--- src/sv/ymr_pkg.sv ---
// ----------------------------------------------------------------------------
// ymr_pkg
// Types, codes and helpers shared by the YModem-CRC receiver modules.
// ----------------------------------------------------------------------------
package ymr_pkg;

   localparam int LONG_BLOCK_BYTES  = 1024;
   localparam int SHORT_BLOCK_BYTES = 128;
   localparam int SIZE_DIGITS_MAX   = 16;
   localparam int NAME_BYTES_MAX    = 256;

   localparam logic [7:0] B_SOH = 8'h01;
   localparam logic [7:0] B_STX = 8'h02;
   localparam logic [7:0] B_EOT = 8'h04;
   localparam logic [7:0] B_ACK = 8'h06;
   localparam logic [7:0] B_NAK = 8'h15;
   localparam logic [7:0] B_CA  = 8'h18;
   localparam logic [7:0] B_C   = 8'h43;
   localparam logic [7:0] B_ABU = 8'h41;
   localparam logic [7:0] B_ABL = 8'h61;

   localparam logic [1:0] CSR_START = 2'd0;
   localparam logic [1:0] CSR_CAP   = 2'd1;
   localparam logic [1:0] CSR_MAXE  = 2'd2;

   typedef enum logic [2:0] {
      PH_WAIT, PH_SEQ, PH_SEQC, PH_DATA, PH_CRCH, PH_CRCL, PH_CA2
   } phase_type;

   typedef enum logic [1:0] {HF_NAME, HF_SIZE, HF_DONE, HF_EMPTY} hfield_type;

   typedef enum logic [1:0] {
      K_REPLY = 2'd0, K_PAYLOAD = 2'd1, K_COMMIT = 2'd2, K_FINISH = 2'd3
   } kind_type;

   localparam logic [2:0] ST_COMPLETE = 3'd0;
   localparam logic [2:0] ST_CANCEL   = 3'd1;
   localparam logic [2:0] ST_ERRORS   = 3'd2;
   localparam logic [2:0] ST_TOOBIG   = 3'd3;
   localparam logic [2:0] ST_ABORT    = 3'd4;

   // one result beat
   typedef struct packed {
      kind_type    kind;
      logic [7:0]  value;
      logic [9:0]  payload_offset;
      logic [23:0] write_address;
      logic [10:0] write_length;
      logic [2:0]  status;
      logic [31:0] size_report;
      logic        last;
   } result_type;

   localparam int QDEPTH = 4;
   localparam int QAW    = $clog2(QDEPTH);

   function automatic logic [15:0] crc_byte(input logic [15:0] c_in,
                                            input logic [7:0] b);
      logic [15:0] c;
      c = c_in ^ {b, 8'h00};
      for (int i = 0; i < 8; i++) begin
         c = c[15] ? ({c[14:0], 1'b0} ^ 16'h1021) : {c[14:0], 1'b0};
      end
      return c;
   endfunction

   function automatic result_type mk_reply(input logic [7:0] b);
      result_type r;
      r = '0;
      r.kind = K_REPLY;
      r.value = b;
      return r;
   endfunction

endpackage

--- src/sv/ymodem_crc_packet_receiver.sv ---
// ----------------------------------------------------------------------------
// ymodem_crc_packet_receiver
// YModem-CRC receive engine with a decoupled result queue.
// ----------------------------------------------------------------------------
// The protocol engine handles each byte or timeout beat in the cycle it is
// accepted and pushes up to three result beats into a four-entry queue; the
// result port drains one beat a cycle while rsp_tready is high, the first
// in the cycle after the input beat. req_tready is low while fewer than
// three queue slots are free. With rsp_tready held high, items that give
// one beat each follow back to back; an item that gives two beats holds off
// the next until a beat has drained (a three-beat item ends the session).
// While rsp_tready is low the input waits as long as the queue stays that full.
module ymodem_crc_packet_receiver (
   input  logic        clock,
   input  logic        reset,
   input  logic        req_tvalid,
   output logic        req_tready,
   input  logic [7:0]  req_tdata,   // rx_byte
   input  logic        req_tuser,   // op
   output logic        rsp_tvalid,
   input  logic        rsp_tready,
   output logic [87:0] rsp_tdata,   // value, payload_offset, write_address,
                                    // write_length, status, file size
   output logic [1:0]  rsp_tuser,   // kind
   output logic        rsp_tlast,
   input  logic        csr_valid,
   output logic        csr_ready,
   input  logic [1:0]  csr_index,
   input  logic [31:0] csr_data
);

   logic [1:0] n;
   ymr_pkg::result_type r0, r1, r2, ro;
   logic room, empty;

   assign req_tready = room;
   assign csr_ready = 1'b1;

   ymr_front u_front (
      .clock, .reset,
      .in_valid (req_tvalid && req_tready),
      .in_op    (req_tuser),
      .in_byte  (req_tdata),
      .csr_wr   (csr_valid),
      .csr_idx  (csr_index),
      .csr_data (csr_data),
      .out_n (n), .out_r0 (r0), .out_r1 (r1), .out_r2 (r2)
   );

   ymr_back u_back (
      .clock, .reset,
      .in_n (n), .in_r0 (r0), .in_r1 (r1), .in_r2 (r2),
      .room, .empty,
      .out_valid (rsp_tvalid), .out_ready (rsp_tready), .out_r (ro)
   );

   assign rsp_tdata = {ro.size_report, ro.status, ro.write_length,
                       ro.write_address, ro.payload_offset, ro.value};
   assign rsp_tuser = ro.kind;
   assign rsp_tlast = ro.last;

   a_valid_empty: assert property (@(posedge clock) disable iff (reset)
      rsp_tvalid == !empty) else $error("valid and empty disagree");
   a_rsp_known: assert property (@(posedge clock) disable iff (reset)
      rsp_tvalid |-> !$isunknown({rsp_tdata, rsp_tuser, rsp_tlast}))
      else $error("unknown result beat");
   a_rsp_hold: assert property (@(posedge clock) disable iff (reset)
      rsp_tvalid && !rsp_tready |=> rsp_tvalid && $stable(rsp_tdata) &&
      $stable(rsp_tuser) && $stable(rsp_tlast))
      else $error("result beat dropped or changed while stalled");

endmodule

--- src/sv/ymr_front.sv ---
// ----------------------------------------------------------------------------
// ymr_front
// Protocol engine: deframes packets, parses the header, makes up to three
// result beats per byte combinationally.
// ----------------------------------------------------------------------------
module ymr_front (
   input  logic                   clock,
   input  logic                   reset,
   input  logic                   in_valid,
   input  logic                   in_op,
   input  logic [7:0]             in_byte,
   input  logic                   csr_wr,
   input  logic [1:0]             csr_idx,
   input  logic [31:0]            csr_data,
   output logic [1:0]             out_n,
   output ymr_pkg::result_type    out_r0,
   output ymr_pkg::result_type    out_r1,
   output ymr_pkg::result_type    out_r2
);

   logic [23:0] start_ff, start_in;
   logic [24:0] cap_ff, cap_in;
   logic [7:0]  maxe_ff, maxe_in;
   ymr_pkg::phase_type  phase_ff, phase_in;
   ymr_pkg::hfield_type hf_ff, hf_in;
   logic        long_ff, long_in, hseen_ff, hseen_in, begun_ff, begun_in;
   logic        fin_ff, fin_in, sv_ff, sv_in;
   logic [10:0] bc_ff, bc_in;
   logic [7:0]  seq_ff, seq_in, exp_ff, exp_in, err_ff, err_in;
   logic [15:0] crc_ff, crc_in, crx_ff, crx_in;
   logic [31:0] size_ff, size_in;
   logic [8:0]  fc_ff, fc_in;
   logic [23:0] na_ff, na_in;

   ymr_pkg::result_type r [3];
   logic [1:0] n;
   logic [7:0] e_tmp;
   logic [10:0] len;
   logic [35:0] prod;
   logic [15:0] crc_full;

   always_ff @(posedge clock) begin
      if (reset) begin
         start_ff <= '0; cap_ff <= 25'h1000000; maxe_ff <= 8'd5;
         phase_ff <= ymr_pkg::PH_WAIT; hf_ff <= ymr_pkg::HF_NAME;
         long_ff <= 1'b0; hseen_ff <= 1'b0; begun_ff <= 1'b0; fin_ff <= 1'b0;
         sv_ff <= 1'b0; bc_ff <= '0; seq_ff <= '0; exp_ff <= '0; err_ff <= '0;
         crc_ff <= '0; crx_ff <= '0; size_ff <= '0; fc_ff <= '0; na_ff <= '0;
      end else begin
         start_ff <= start_in; cap_ff <= cap_in; maxe_ff <= maxe_in;
         phase_ff <= phase_in; hf_ff <= hf_in; long_ff <= long_in;
         hseen_ff <= hseen_in; begun_ff <= begun_in; fin_ff <= fin_in;
         sv_ff <= sv_in; bc_ff <= bc_in; seq_ff <= seq_in; exp_ff <= exp_in;
         err_ff <= err_in; crc_ff <= crc_in; crx_ff <= crx_in;
         size_ff <= size_in; fc_ff <= fc_in; na_ff <= na_in;
      end
   end

   assign len = long_ff ? 11'(ymr_pkg::LONG_BLOCK_BYTES)
                        : 11'(ymr_pkg::SHORT_BLOCK_BYTES);
   // size*10 plus the value of the digit
   assign prod = {4'd0, size_ff} * 36'd10 + {28'd0, in_byte - 8'h30};
   assign crc_full = {crx_ff[15:8], in_byte};

   always_comb begin
      start_in = start_ff; cap_in = cap_ff; maxe_in = maxe_ff;
      phase_in = phase_ff; hf_in = hf_ff; long_in = long_ff;
      hseen_in = hseen_ff; begun_in = begun_ff; fin_in = fin_ff; sv_in = sv_ff;
      bc_in = bc_ff; seq_in = seq_ff; exp_in = exp_ff; err_in = err_ff;
      crc_in = crc_ff; crx_in = crx_ff; size_in = size_ff; fc_in = fc_ff;
      na_in = na_ff;
      r[0] = '0; r[1] = '0; r[2] = '0; n = 2'd0; e_tmp = err_ff;

      if (csr_wr) begin
         case (csr_idx)
            ymr_pkg::CSR_START: begin
               start_in = csr_data[23:0];
               na_in = csr_data[23:0];
            end
            ymr_pkg::CSR_CAP:  cap_in = csr_data[24:0];
            ymr_pkg::CSR_MAXE: maxe_in = csr_data[7:0];
            default: ;
         endcase
      end

      if (in_valid && !fin_ff) begin
         logic do_err;
         do_err = 1'b0;
         if (in_op) begin
            do_err = 1'b1;
         end else begin
            unique case (phase_ff)
               ymr_pkg::PH_WAIT: begin
                  if (in_byte == ymr_pkg::B_SOH || in_byte == ymr_pkg::B_STX) begin
                     long_in = (in_byte == ymr_pkg::B_STX);
                     bc_in = '0; crc_in = '0; phase_in = ymr_pkg::PH_SEQ;
                  end else if (in_byte == ymr_pkg::B_EOT) begin
                     err_in = '0;
                     r[0] = ymr_pkg::mk_reply(ymr_pkg::B_ACK);
                     r[1] = ymr_pkg::mk_reply(ymr_pkg::B_C);
                     n = 2'd2; exp_in = '0; hseen_in = 1'b0;
                  end else if (in_byte == ymr_pkg::B_CA) begin
                     phase_in = ymr_pkg::PH_CA2;
                  end else if (in_byte == ymr_pkg::B_ABU || in_byte == ymr_pkg::B_ABL) begin
                     r[0] = ymr_pkg::mk_reply(ymr_pkg::B_CA);
                     r[1] = ymr_pkg::mk_reply(ymr_pkg::B_CA);
                     r[2].kind = ymr_pkg::K_FINISH; r[2].status = ymr_pkg::ST_ABORT;
                     r[2].size_report = size_ff; n = 2'd3; fin_in = 1'b1;
                  end else begin
                     do_err = 1'b1;
                  end
               end
               ymr_pkg::PH_SEQ: begin
                  seq_in = in_byte; phase_in = ymr_pkg::PH_SEQC;
               end
               ymr_pkg::PH_SEQC: begin
                  sv_in = ((in_byte ^ 8'hff) == seq_ff);
                  phase_in = ymr_pkg::PH_DATA;
               end
               ymr_pkg::PH_DATA: begin
                  if (hseen_ff) begin
                     r[0].kind = ymr_pkg::K_PAYLOAD; r[0].value = in_byte;
                     r[0].payload_offset = bc_ff[9:0]; n = 2'd1;
                  end else if (seq_ff == 8'd0) begin
                     if (bc_ff == 11'd0) begin
                        if (in_byte == 8'd0) hf_in = ymr_pkg::HF_EMPTY;
                        else begin
                           hf_in = ymr_pkg::HF_NAME; fc_in = 9'd1; size_in = '0;
                        end
                     end else if (hf_ff == ymr_pkg::HF_NAME) begin
                        if (in_byte == 8'd0 || fc_ff >= 9'(ymr_pkg::NAME_BYTES_MAX)) begin
                           hf_in = ymr_pkg::HF_SIZE; fc_in = '0;
                        end else fc_in = fc_ff + 9'd1;
                     end else if (hf_ff == ymr_pkg::HF_SIZE) begin
                        if (in_byte >= 8'h30 && in_byte <= 8'h39 &&
                            fc_ff < 9'(ymr_pkg::SIZE_DIGITS_MAX)) begin
                           size_in = (prod[35:32] != 4'd0) ? 32'hffffffff : prod[31:0];
                           fc_in = fc_ff + 9'd1;
                        end else hf_in = ymr_pkg::HF_DONE;
                     end
                  end
                  crc_in = ymr_pkg::crc_byte(crc_ff, in_byte);
                  bc_in = bc_ff + 11'd1;
                  if (bc_ff + 11'd1 >= len) phase_in = ymr_pkg::PH_CRCH;
               end
               ymr_pkg::PH_CRCH: begin
                  crx_in = {in_byte, 8'h00}; phase_in = ymr_pkg::PH_CRCL;
               end
               ymr_pkg::PH_CRCL: begin
                  crx_in = crc_full; phase_in = ymr_pkg::PH_WAIT;
                  if (!sv_ff) do_err = 1'b1;
                  else begin
                     err_in = '0;
                     if (seq_ff != exp_ff) begin
                        r[0] = ymr_pkg::mk_reply(ymr_pkg::B_NAK); n = 2'd1;
                     end else if (!hseen_ff) begin
                        if (hf_ff == ymr_pkg::HF_EMPTY) begin
                           r[0] = ymr_pkg::mk_reply(ymr_pkg::B_ACK);
                           r[1].kind = ymr_pkg::K_FINISH;
                           r[1].status = ymr_pkg::ST_COMPLETE;
                           r[1].size_report = size_ff; n = 2'd2; fin_in = 1'b1;
                        end else if ({1'b0, size_ff} + {9'd0, start_ff} + 33'd1 >
                                     {8'd0, cap_ff}) begin
                           r[0] = ymr_pkg::mk_reply(ymr_pkg::B_CA);
                           r[1] = ymr_pkg::mk_reply(ymr_pkg::B_CA);
                           r[2].kind = ymr_pkg::K_FINISH;
                           r[2].status = ymr_pkg::ST_TOOBIG;
                           r[2].size_report = size_ff; n = 2'd3; fin_in = 1'b1;
                        end else begin
                           r[0] = ymr_pkg::mk_reply(ymr_pkg::B_ACK);
                           r[1] = ymr_pkg::mk_reply(ymr_pkg::B_C); n = 2'd2;
                           hseen_in = 1'b1; exp_in = 8'd1; begun_in = 1'b1;
                        end
                     end else begin
                        begun_in = 1'b1;
                        if ({9'd0, na_ff} < {9'd0, start_ff} + {1'b0, size_ff}) begin
                           if (crc_full != crc_ff) begin
                              r[0] = ymr_pkg::mk_reply(ymr_pkg::B_NAK); n = 2'd1;
                           end else begin
                              r[0].kind = ymr_pkg::K_COMMIT;
                              r[0].write_address = na_ff; r[0].write_length = len;
                              r[1] = ymr_pkg::mk_reply(ymr_pkg::B_ACK); n = 2'd2;
                              na_in = na_ff + {13'd0, len};
                              exp_in = exp_ff + 8'd1;
                           end
                        end else begin
                           r[0] = ymr_pkg::mk_reply(ymr_pkg::B_ACK); n = 2'd1;
                           exp_in = exp_ff + 8'd1;
                        end
                     end
                  end
               end
               ymr_pkg::PH_CA2: begin
                  if (in_byte == ymr_pkg::B_CA) begin
                     phase_in = ymr_pkg::PH_WAIT; err_in = '0;
                     r[0] = ymr_pkg::mk_reply(ymr_pkg::B_ACK);
                     r[1].kind = ymr_pkg::K_FINISH; r[1].status = ymr_pkg::ST_CANCEL;
                     r[1].size_report = size_ff; n = 2'd2; fin_in = 1'b1;
                  end else do_err = 1'b1;
               end
               default: phase_in = ymr_pkg::PH_WAIT;
            endcase
         end
         if (do_err) begin
            phase_in = ymr_pkg::PH_WAIT;
            if (begun_ff && err_ff != 8'hff) e_tmp = err_ff + 8'd1;
            err_in = e_tmp;
            if (e_tmp > maxe_ff) begin
               r[0] = ymr_pkg::mk_reply(ymr_pkg::B_CA);
               r[1] = ymr_pkg::mk_reply(ymr_pkg::B_CA);
               r[2] = '0; r[2].kind = ymr_pkg::K_FINISH;
               r[2].status = ymr_pkg::ST_ERRORS; r[2].size_report = size_ff;
               n = 2'd3; fin_in = 1'b1;
            end else begin
               r[0] = ymr_pkg::mk_reply(ymr_pkg::B_C); r[1] = '0; r[2] = '0;
               n = 2'd1;
            end
         end
         if (n == 2'd1) r[0].last = 1'b1;
         if (n == 2'd2) r[1].last = 1'b1;
         if (n == 2'd3) r[2].last = 1'b1;
      end
   end

   assign out_n = n;
   assign out_r0 = r[0];
   assign out_r1 = r[1];
   assign out_r2 = r[2];

   a_fin_silent: assert property (@(posedge clock) disable iff (reset)
      fin_ff |-> out_n == 2'd0) else $error("results after finish");
   a_fin_sticky: assert property (@(posedge clock) disable iff (reset)
      fin_ff |=> fin_ff) else $error("finish flag cleared");
   a_last: assert property (@(posedge clock) disable iff (reset)
      out_n != 2'd0 |-> out_r0.last == (out_n == 2'd1))
      else $error("last flag misplaced");

endmodule

--- src/sv/ymr_back.sv ---
// ----------------------------------------------------------------------------
// ymr_back
// Result queue: takes up to three beats a cycle, drains one beat a cycle while out_ready is high.
// ----------------------------------------------------------------------------
module ymr_back (
   input  logic                clock,
   input  logic                reset,
   input  logic [1:0]          in_n,
   input  ymr_pkg::result_type in_r0,
   input  ymr_pkg::result_type in_r1,
   input  ymr_pkg::result_type in_r2,
   output logic                room,
   output logic                empty,
   output logic                out_valid,
   input  logic                out_ready,
   output ymr_pkg::result_type out_r
);

   localparam int CW = ymr_pkg::QAW + 1;

   ymr_pkg::result_type mem_ff [ymr_pkg::QDEPTH];
   logic [ymr_pkg::QAW-1:0] wp_ff, wp_in, rp_ff, rp_in;
   logic [CW-1:0] cnt_ff, cnt_in;
   logic pop;

   assign pop = out_valid && out_ready;
   assign out_valid = (cnt_ff != '0);
   assign out_r = mem_ff[rp_ff];
   assign empty = (cnt_ff == '0);
   // three slots must be free before a new item is taken
   assign room = (cnt_ff <= CW'(ymr_pkg::QDEPTH - 3));

   always_comb begin
      wp_in = wp_ff + ymr_pkg::QAW'(in_n);
      rp_in = rp_ff + ymr_pkg::QAW'(pop);
      cnt_in = cnt_ff + CW'(in_n) - CW'(pop);
   end

   always_ff @(posedge clock) begin
      if (reset) begin
         wp_ff <= '0; rp_ff <= '0; cnt_ff <= '0;
      end else begin
         wp_ff <= wp_in; rp_ff <= rp_in; cnt_ff <= cnt_in;
      end
   end

   always_ff @(posedge clock) begin
      if (in_n >= 2'd1) mem_ff[wp_ff] <= in_r0;
      if (in_n >= 2'd2) mem_ff[wp_ff + ymr_pkg::QAW'(1)] <= in_r1;
      if (in_n == 2'd3) mem_ff[wp_ff + ymr_pkg::QAW'(2)] <= in_r2;
   end

   a_noovf: assert property (@(posedge clock) disable iff (reset)
      cnt_ff <= CW'(ymr_pkg::QDEPTH)) else $error("queue overflow");
   a_push_room: assert property (@(posedge clock) disable iff (reset)
      in_n != 2'd0 |-> room) else $error("push without room");
   a_hold: assert property (@(posedge clock) disable iff (reset)
      out_valid && !out_ready |=> out_valid && $stable(out_r))
      else $error("head beat changed while stalled");

endmodule

--- config.mk ---
export PLATFORM = sky130hd
export DESIGN_NAME = ymodem_crc_packet_receiver
export DESIGN_NICKNAME = d
export VERILOG_FILES = /design/src/sv/ymr_pkg.sv /design/src/sv/ymodem_crc_packet_receiver.sv /design/src/sv/ymr_front.sv /design/src/sv/ymr_back.sv
export SDC_FILE = /design/constraint.sdc
export NUM_CORES = 1
export LEC_CHECK = 0
export BUFFER_PORTS_ARGS = -buffer_cell sky130_fd_sc_hd__buf_2
export CAP_MARGIN = 15
export CORE_UTILIZATION = 55
export DETAILED_ROUTE_END_ITERATION = 8
export HOLD_SLACK_MARGIN = 0.06
export PLACE_DENSITY_LB_ADDON = 0.1
export RECOVER_POWER = 25
export SLEW_MARGIN = 20
export SYNTH_ARGS = -nofsm -noshare
export SYNTH_HDL_FRONTEND = slang
export SYNTH_SLANG_ARGS = --single-unit
--- constraint.sdc ---
create_clock -name clock -period 14.3 [get_ports clock]
set_input_delay 2.86 -clock clock [delete_from_list [all_inputs] [get_ports clock]]
set_output_delay 2.86 -clock clock [all_outputs]
set_load 0.005 [all_outputs]
==> flow_summary.toml, run 1 <==
[floorplan]
fp.dieW_um = 240
dieArea_um2 = 57700
io_pins = 142
core_area_um2 = 55500
start_util_pct = 56.2
dieHeight_um = 240
rows = 86

[critical_path]
critPathRequiredTime_ns = 11.44
path_class = "register to primary output"
cp_slowest_stage_delay_ns = 2.76
path_buf_inv = 2
r2r_slack_ns = 6.29
cp.depth = 3
r2r_cells = 33
critical_path.top_delay_family = "buffers and inverters"
cp_max_fo = 48
crit_path_start_kind = "register"
critPathCaptureType = "primary output"
cp.arrival_ns = 7.10
cp_slowest_cell = "clkbuf_1"
crit_chain = "clkbuf_1, mux4_2, buf_2"

[status]
violations = "capacitance limit, slew limit"
status = "finished with violations"

[cells_and_area]
drive_gt1_share_pct = 10.3
antennaDiodeCount = 0
nets = 3754
area_growth_pct = 9.32
fillers = 4803
fin_util_pct = 61.4
mostFrequentLayoutCells = "472 x nand2_1, 399 x a21oi_1, 373 x dfxtp_1"
fin_area_um2 = 34100
layout_commonest_cell = "nand2_1"

[clocking]
clock_sinks = 526
htreeDepth = 2
post_cts_resized = 0
cts_buffer_depth = 3
clkLatencyLatePin_ns = 0.64
cts_root_buffer = "clkbuf_16"
clkTransAtPathRegs_ns = 0.06
numCtsBuffers = 57
cts_hold_buf = 0
cts_tree = "done"
cts_setup_buffers = 0

[timing]
min_period_ns = 9.96
setup_tns_ns = 0
slew_viol_final = 269
final-setup-viol-count = 0
fin_ws_ns = 4.34
skew_ns = 0.0180
tightest_slew_ns = 5.06
slew_headroom_pct = -237
period_share_pct = 69.6
hold_slack_ns = 0.451
rsz0062_at_grt = "false"
hold_viol = 0
fmax_ghz = 0.100

[pwr]
power_density_nw_per_um2 = 115
leakage_nw = 12.9
peakVddDrop_uv = 105
pwr-share-seq_pct = 43.7
switching_share_pct = 28.5
p_comb_share_pct = 17.1
p_sw_mw = 1.11
p_int_mw = 2.80
clkPwrFrac_pct = 39.1

[global_routing]
antenna_found_initial = 3
grt_pass1_vias = 25800
overflow = 0
grt_use_total_pct = 32.4
grt_max_degree = 108
grt_pass1_wl_mm = 145

[synth]
synth_area_um2 = 31200
ys_seq_area_share_pct = 38.6
synth_cells = 3540
syn_avg_cell_area_um2 = 8.81
ys_ff_latch = 526
synth.distinct_cells = 110
synth_ff_type = "dfxtp_1"
async_reset_ff_share_pct = 0
synth_edf_count = 152
ys_warn_count = 0

[routing]
drt_wl_total_mm = 94.3
ant_nets = 0
vias_per_cell = 6.26
vias = 27100
drc = 0
wire_per_inst_um = 21.8
drt_iter0_markers = 2792
drt_first_pass_iters = 6

[placed_design]
pre_cts_ws_ns = 6.41
dp_hpwl_mm = 63.8
port_buffers = 124
gp_congestion = 0.967
placed_area_um2 = 32200

[min_path]
hold_depth = 2
min_path_type = "register to register"

[run]
cap_violations = 4
==> cells in the mapped netlist (66+ instances only) <==
cell,n,area (um2)
mux4_2,82,1850
edfxtp_1,152,4560
xor2_1,69,604
nor3_1,66,330
nand3_1,237,1190
inv_1,109,409
nor2_1,226,848
nand2_1,473,1780
xnor2_1,86,753
and2_1,151,945
a21oi_1,399,2000
dfxtp_1,374,7490
o21ai_0,97,485
clkbuf_1,174,653
ha_1,167,2090
==> kinds of logic after synthesis <==
| family | after synthesis | synth area share [%] |
|---|---|---|
| fa+ha+maj | 171 | 6.96 |
| xor+xnor | 156 | 4.40 |
| compound gates | 813 | 16.4 |
| mux | 108 | 6.78 |
| simple gates | 1420 | 22.3 |
| flops | 526 | 38.6 |
| other cells | 2 | 0.0241 |
| buf+inv | 344 | 4.49 |
==> metrics by stage <==
step | power, mW | std cells
6_report | 3.92 | 4332
2_1_floorplan | 2.14 | 3548
4_1_cts | 3.94 | 4330
3_3_place_gp | 2.40 | 4222
5_1_grt | 4.06 | 4332
3_5_place_dp | 2.41 | 4222
==> worst reg2reg max path, delay by kind of cell, from the launching register on <==
kind,cells,cell delay [ns]
and+or+nand+nor,12,2.71
adders and majority gates,6,1.80
AOI/OAI and AO/OA,9,2.00
buffers and inverters,3,0.19
DFF,1,0.56
xor gates and xnor gates,3,0.48
==> registers in the layout (all words and copies together) (netlist names), 9 cells and up <==
signal and count:
u_front.crc_ff 16, u_front.cap_ff 25, u_front.bc_ff 11, u_front.start_ff 24, u_back.mem_ff 328, u_front.na_ff 24
u_front.size_ff 32, u_front.fc_ff 9
==> routing by layer <==
metal | routed length [um] | track usage, % | up-vias
met2 | 43800 | 52.3 | 1043
met1 | 40500 | 44.8 | 13200
met4 | 2400 | 9.19 | 6
li1 | - | - | 12700
met5 | 26 | 0 | -
met3 | 7530 | 5.33 | 154
==> path summary, 6_finish.rpt <==
kind,startpoint,endpoint
max,u_back.rp_ff[0],rsp_tdata[53]
min,u_back.mem_ff[3][65],u_back.mem_ff[3][65]
max reg2reg,u_front.size_ff[0],u_back.cnt_ff[2]
min reg2reg,u_back.mem_ff[3][65],u_back.mem_ff[3][65]
==> area by class of cell <==
cell class / count / area (um2) / area share, %
inverter: 109 / 409 / 1.20
clock inverter: 25 / 323 / 0.947
sequential: 526 / 12100 / 35.4
multi-input combinational: 2678 / 17900 / 52.4
tap: 748 / 936 / 2.74
timing repair buffer: 163 / 888 / 2.61
clock buffer: 83 / 1620 / 4.74
==> power groups by stage <==
stage	Sequential [mW]	Clock, mW	Combinational [mW]
floorplan	1.69	0	0.458
global placement	1.74	0	0.657
detailed placement	1.75	0	0.666
CTS	1.72	1.55	0.668
global route	1.73	1.61	0.719
finish	1.71	1.53	0.671
Power figures use the tool's default switching activity.
==> run 2: changes to the inputs <==
Settings changed: ABC_AREA set to 1.
Clock period 14.3 ns to 9.55 ns, I/O delays scaled along.
==> flow_summary.toml, run 2 <==
[status]
status = "finished with violations"
violations = "capacitance limit, slew limit"

[floorplan]
core_area_um2 = 60500
rows = 90
dieHeight_um = 250
dieArea_um2 = 62300
fp.dieW_um = 250
io_pins = 142
start_util_pct = 55.7

[pwr]
leakage_nw = 15.9
power_density_nw_per_um2 = 209
peakVddDrop_uv = 126
p_total_mw = 7.56

[synth]
syn_avg_cell_area_um2 = 6.95
ys_warn_count = 0
synth_ff_type = "dfxtp_1"
synth_largest_area_cell = "dfxtp_1"
synth_area_um2 = 33700
synth.distinct_cells = 69
async_reset_ff_share_pct = 0
synth_top_area_share_pct = 22.2
synth_edf_count = 152
synth_cells = 4848
yosysMostFrequentCell = "nand2_1"
ys_ff_latch = 526
synth.area.top_cells = "dfxtp_1 22%, edfxtp_1 14%, nand2_1 9.6%, nor2_1 8.9%, ha_1 6.2%"
ys_seq_area_share_pct = 35.8
ys_top_cells_by_count = "860 x nand2_1, 800 x nor2_1, 494 x inv_1, 405 x o21ai_0, 374 x dfxtp_1"

[clocking]
cts_setup_buffers = 0
clkLatencyLatePin_ns = 0.64
clock_sinks = 526
cts_buffer_depth = 3
clkTransAtPathRegs_ns = 0.07
post_cts_resized = 0
cts_hold_buf = 0
cts_tree = "done"
cts_root_buffer = "clkbuf_16"
numCtsBuffers = 56
htreeDepth = 2

[cells_and_area]
largest_reg_flops = 328
fin_area_um2 = 36300
nets = 5054
final_cells = 5661
drive_gt1_share_pct = 6.60
mostFrequentLayoutCells = "856 x nand2_1, 798 x nor2_1, 490 x inv_1"
fin_util_pct = 60.0
top_regs = "u_back.mem_ff x328, u_front.size_ff x32, u_front.cap_ff x25"
area_growth_pct = 7.64
largest_register = "u_back.mem_ff"
layout_commonest_cell = "nand2_1"
antennaDiodeCount = 0

[timing]
rsz0062_at_grt = "false"
hold_viol = 0
slew_headroom_pct = -158
period_share_pct = 86.6
skew_ns = 0.0323
slew_viol_final = 457
min_period_ns = 8.27
hold_slack_ns = 0.467
tightest_slew_ns = 3.86
fmax_ghz = 0.121
final-setup-viol-count = 0
fin_ws_ns = 1.28
setup_tns_ns = 0

[placed_design]
gp_congestion = 1.01
dp_cells = 5559
placed_area_um2 = 34500
pre_cts_ws_ns = 2.25
dp_hpwl_mm = 74.0
port_buffers = 124

[critical_path]
cp_max_fo = 63
cp_slowest_cell = "clkbuf_1"
crit_path_start_kind = "register"
critPathRequiredTime_ns = 7.64
path_buf_inv = 3
cp_slowest_stage_delay_ns = 2.08
path_class = "register to primary output"
crit_chain = "clkbuf_1, clkbuf_2, o21ai_0, o22ai_1, buf_2"
critical_path.top_delay_family = "buffers and inverters"
r2r_slack_ns = 2.16
critPathCaptureType = "primary output"
cp.arrival_ns = 6.36

[routing]
drt_iter0_markers = 3185
dr_wl_met2_mm = 47.6
drt_wl_total_mm = 110
drc = 0
highest_layer = "met4"
vias = 33000
drt_first_pass_iters = 6
ant_nets = 0
wl_met1_mm = 48.2
vias_per_cell = 5.82
wire_per_inst_um = 19.4
wl_met3_mm = 9.60

[global_routing]
grt_pass1_wl_mm = 170
antenna_found_initial = 0
grt_pass1_vias = 30100
grt_max_degree = 101
overflow = 0
grt_use_total_pct = 34.5

[min_path]
min_path_type = "register to register"

[run]
cap_violations = 7
-- run 2: changes by cell type after synthesis, sizes merged, moves of 32 or more --
cell    previous run  this run
nor2             226       824
nand2            473       891
inv              109       516
o21ai            109       481
and2             151         3
o22ai             12       146
mux4              82         0
buf               60       110
xnor2             87        41
a21oi            403       361
a21o              50        12
and3              41         4
clkbuf           175       138
xor2              69       101
-- run 2: cell type report --
type                    instances  area [um2]
flip-flops and latches        526       12100
repair buffers                169         890
fillers                      5891       24200
multi-input cells            3560       18600
inverters                     522        1970
clock buffers                  86        1590
well taps                     782         978
clock inverters                16         208
-- run 2: path summary, 6_finish.rpt --
| check | startpoint | cells after the start | end |
|---|---|---|---|
| setup / recovery | u_back.rp_ff[0] | 5 | rsp_tdata[1] |
| hold / removal | u_front.cap_ff[8] | 2 | u_front.cap_ff[8] |
| setup reg to reg | u_front.size_ff[0] | 34 | u_back.mem_ff[0][5] |
| hold reg to reg | u_front.cap_ff[8] | 2 | u_front.cap_ff[8] |
-- run 2: worst reg2reg max path, delay by kind of cell, from the launching register on --
kind / cells / cell delay (ns)
buffers and inverters: 6 / 1.27
adder cells (fa/ha/maj): 4 / 1.38
AND/OR/NAND/NOR: 23 / 3.76
flip-flops: 1 / 0.54
XOR/XNOR: 1 / 0.16
-- run 2: report_power, final --
group | total, mW | internal (mW) | switching, mW
clock | 2.18 | 1.23 | 0.946
sequential | 3.08 | 2.83 | 0.255
combinational | 2.30 | 0.802 | 1.50
-- run 2: routing by layer --
layer | GRT usage, % | up-vias
met3 | 4.01 | 221
li1 | - | 16100
met5 | 0 | -
met4 | 14.4 | 0
met2 | 53.3 | 1456
met1 | 48.7 | 15200
-- run 2: kinds of logic after synthesis --
kind of cell	Yosys count	synth area share, %
simple gates	2147	27.0
compound gates	1090	17.7
buf+inv	770	9.38
flops	526	35.8
fa+ha+maj	171	6.44
xor+xnor	142	3.69
other cells	2	0.0223
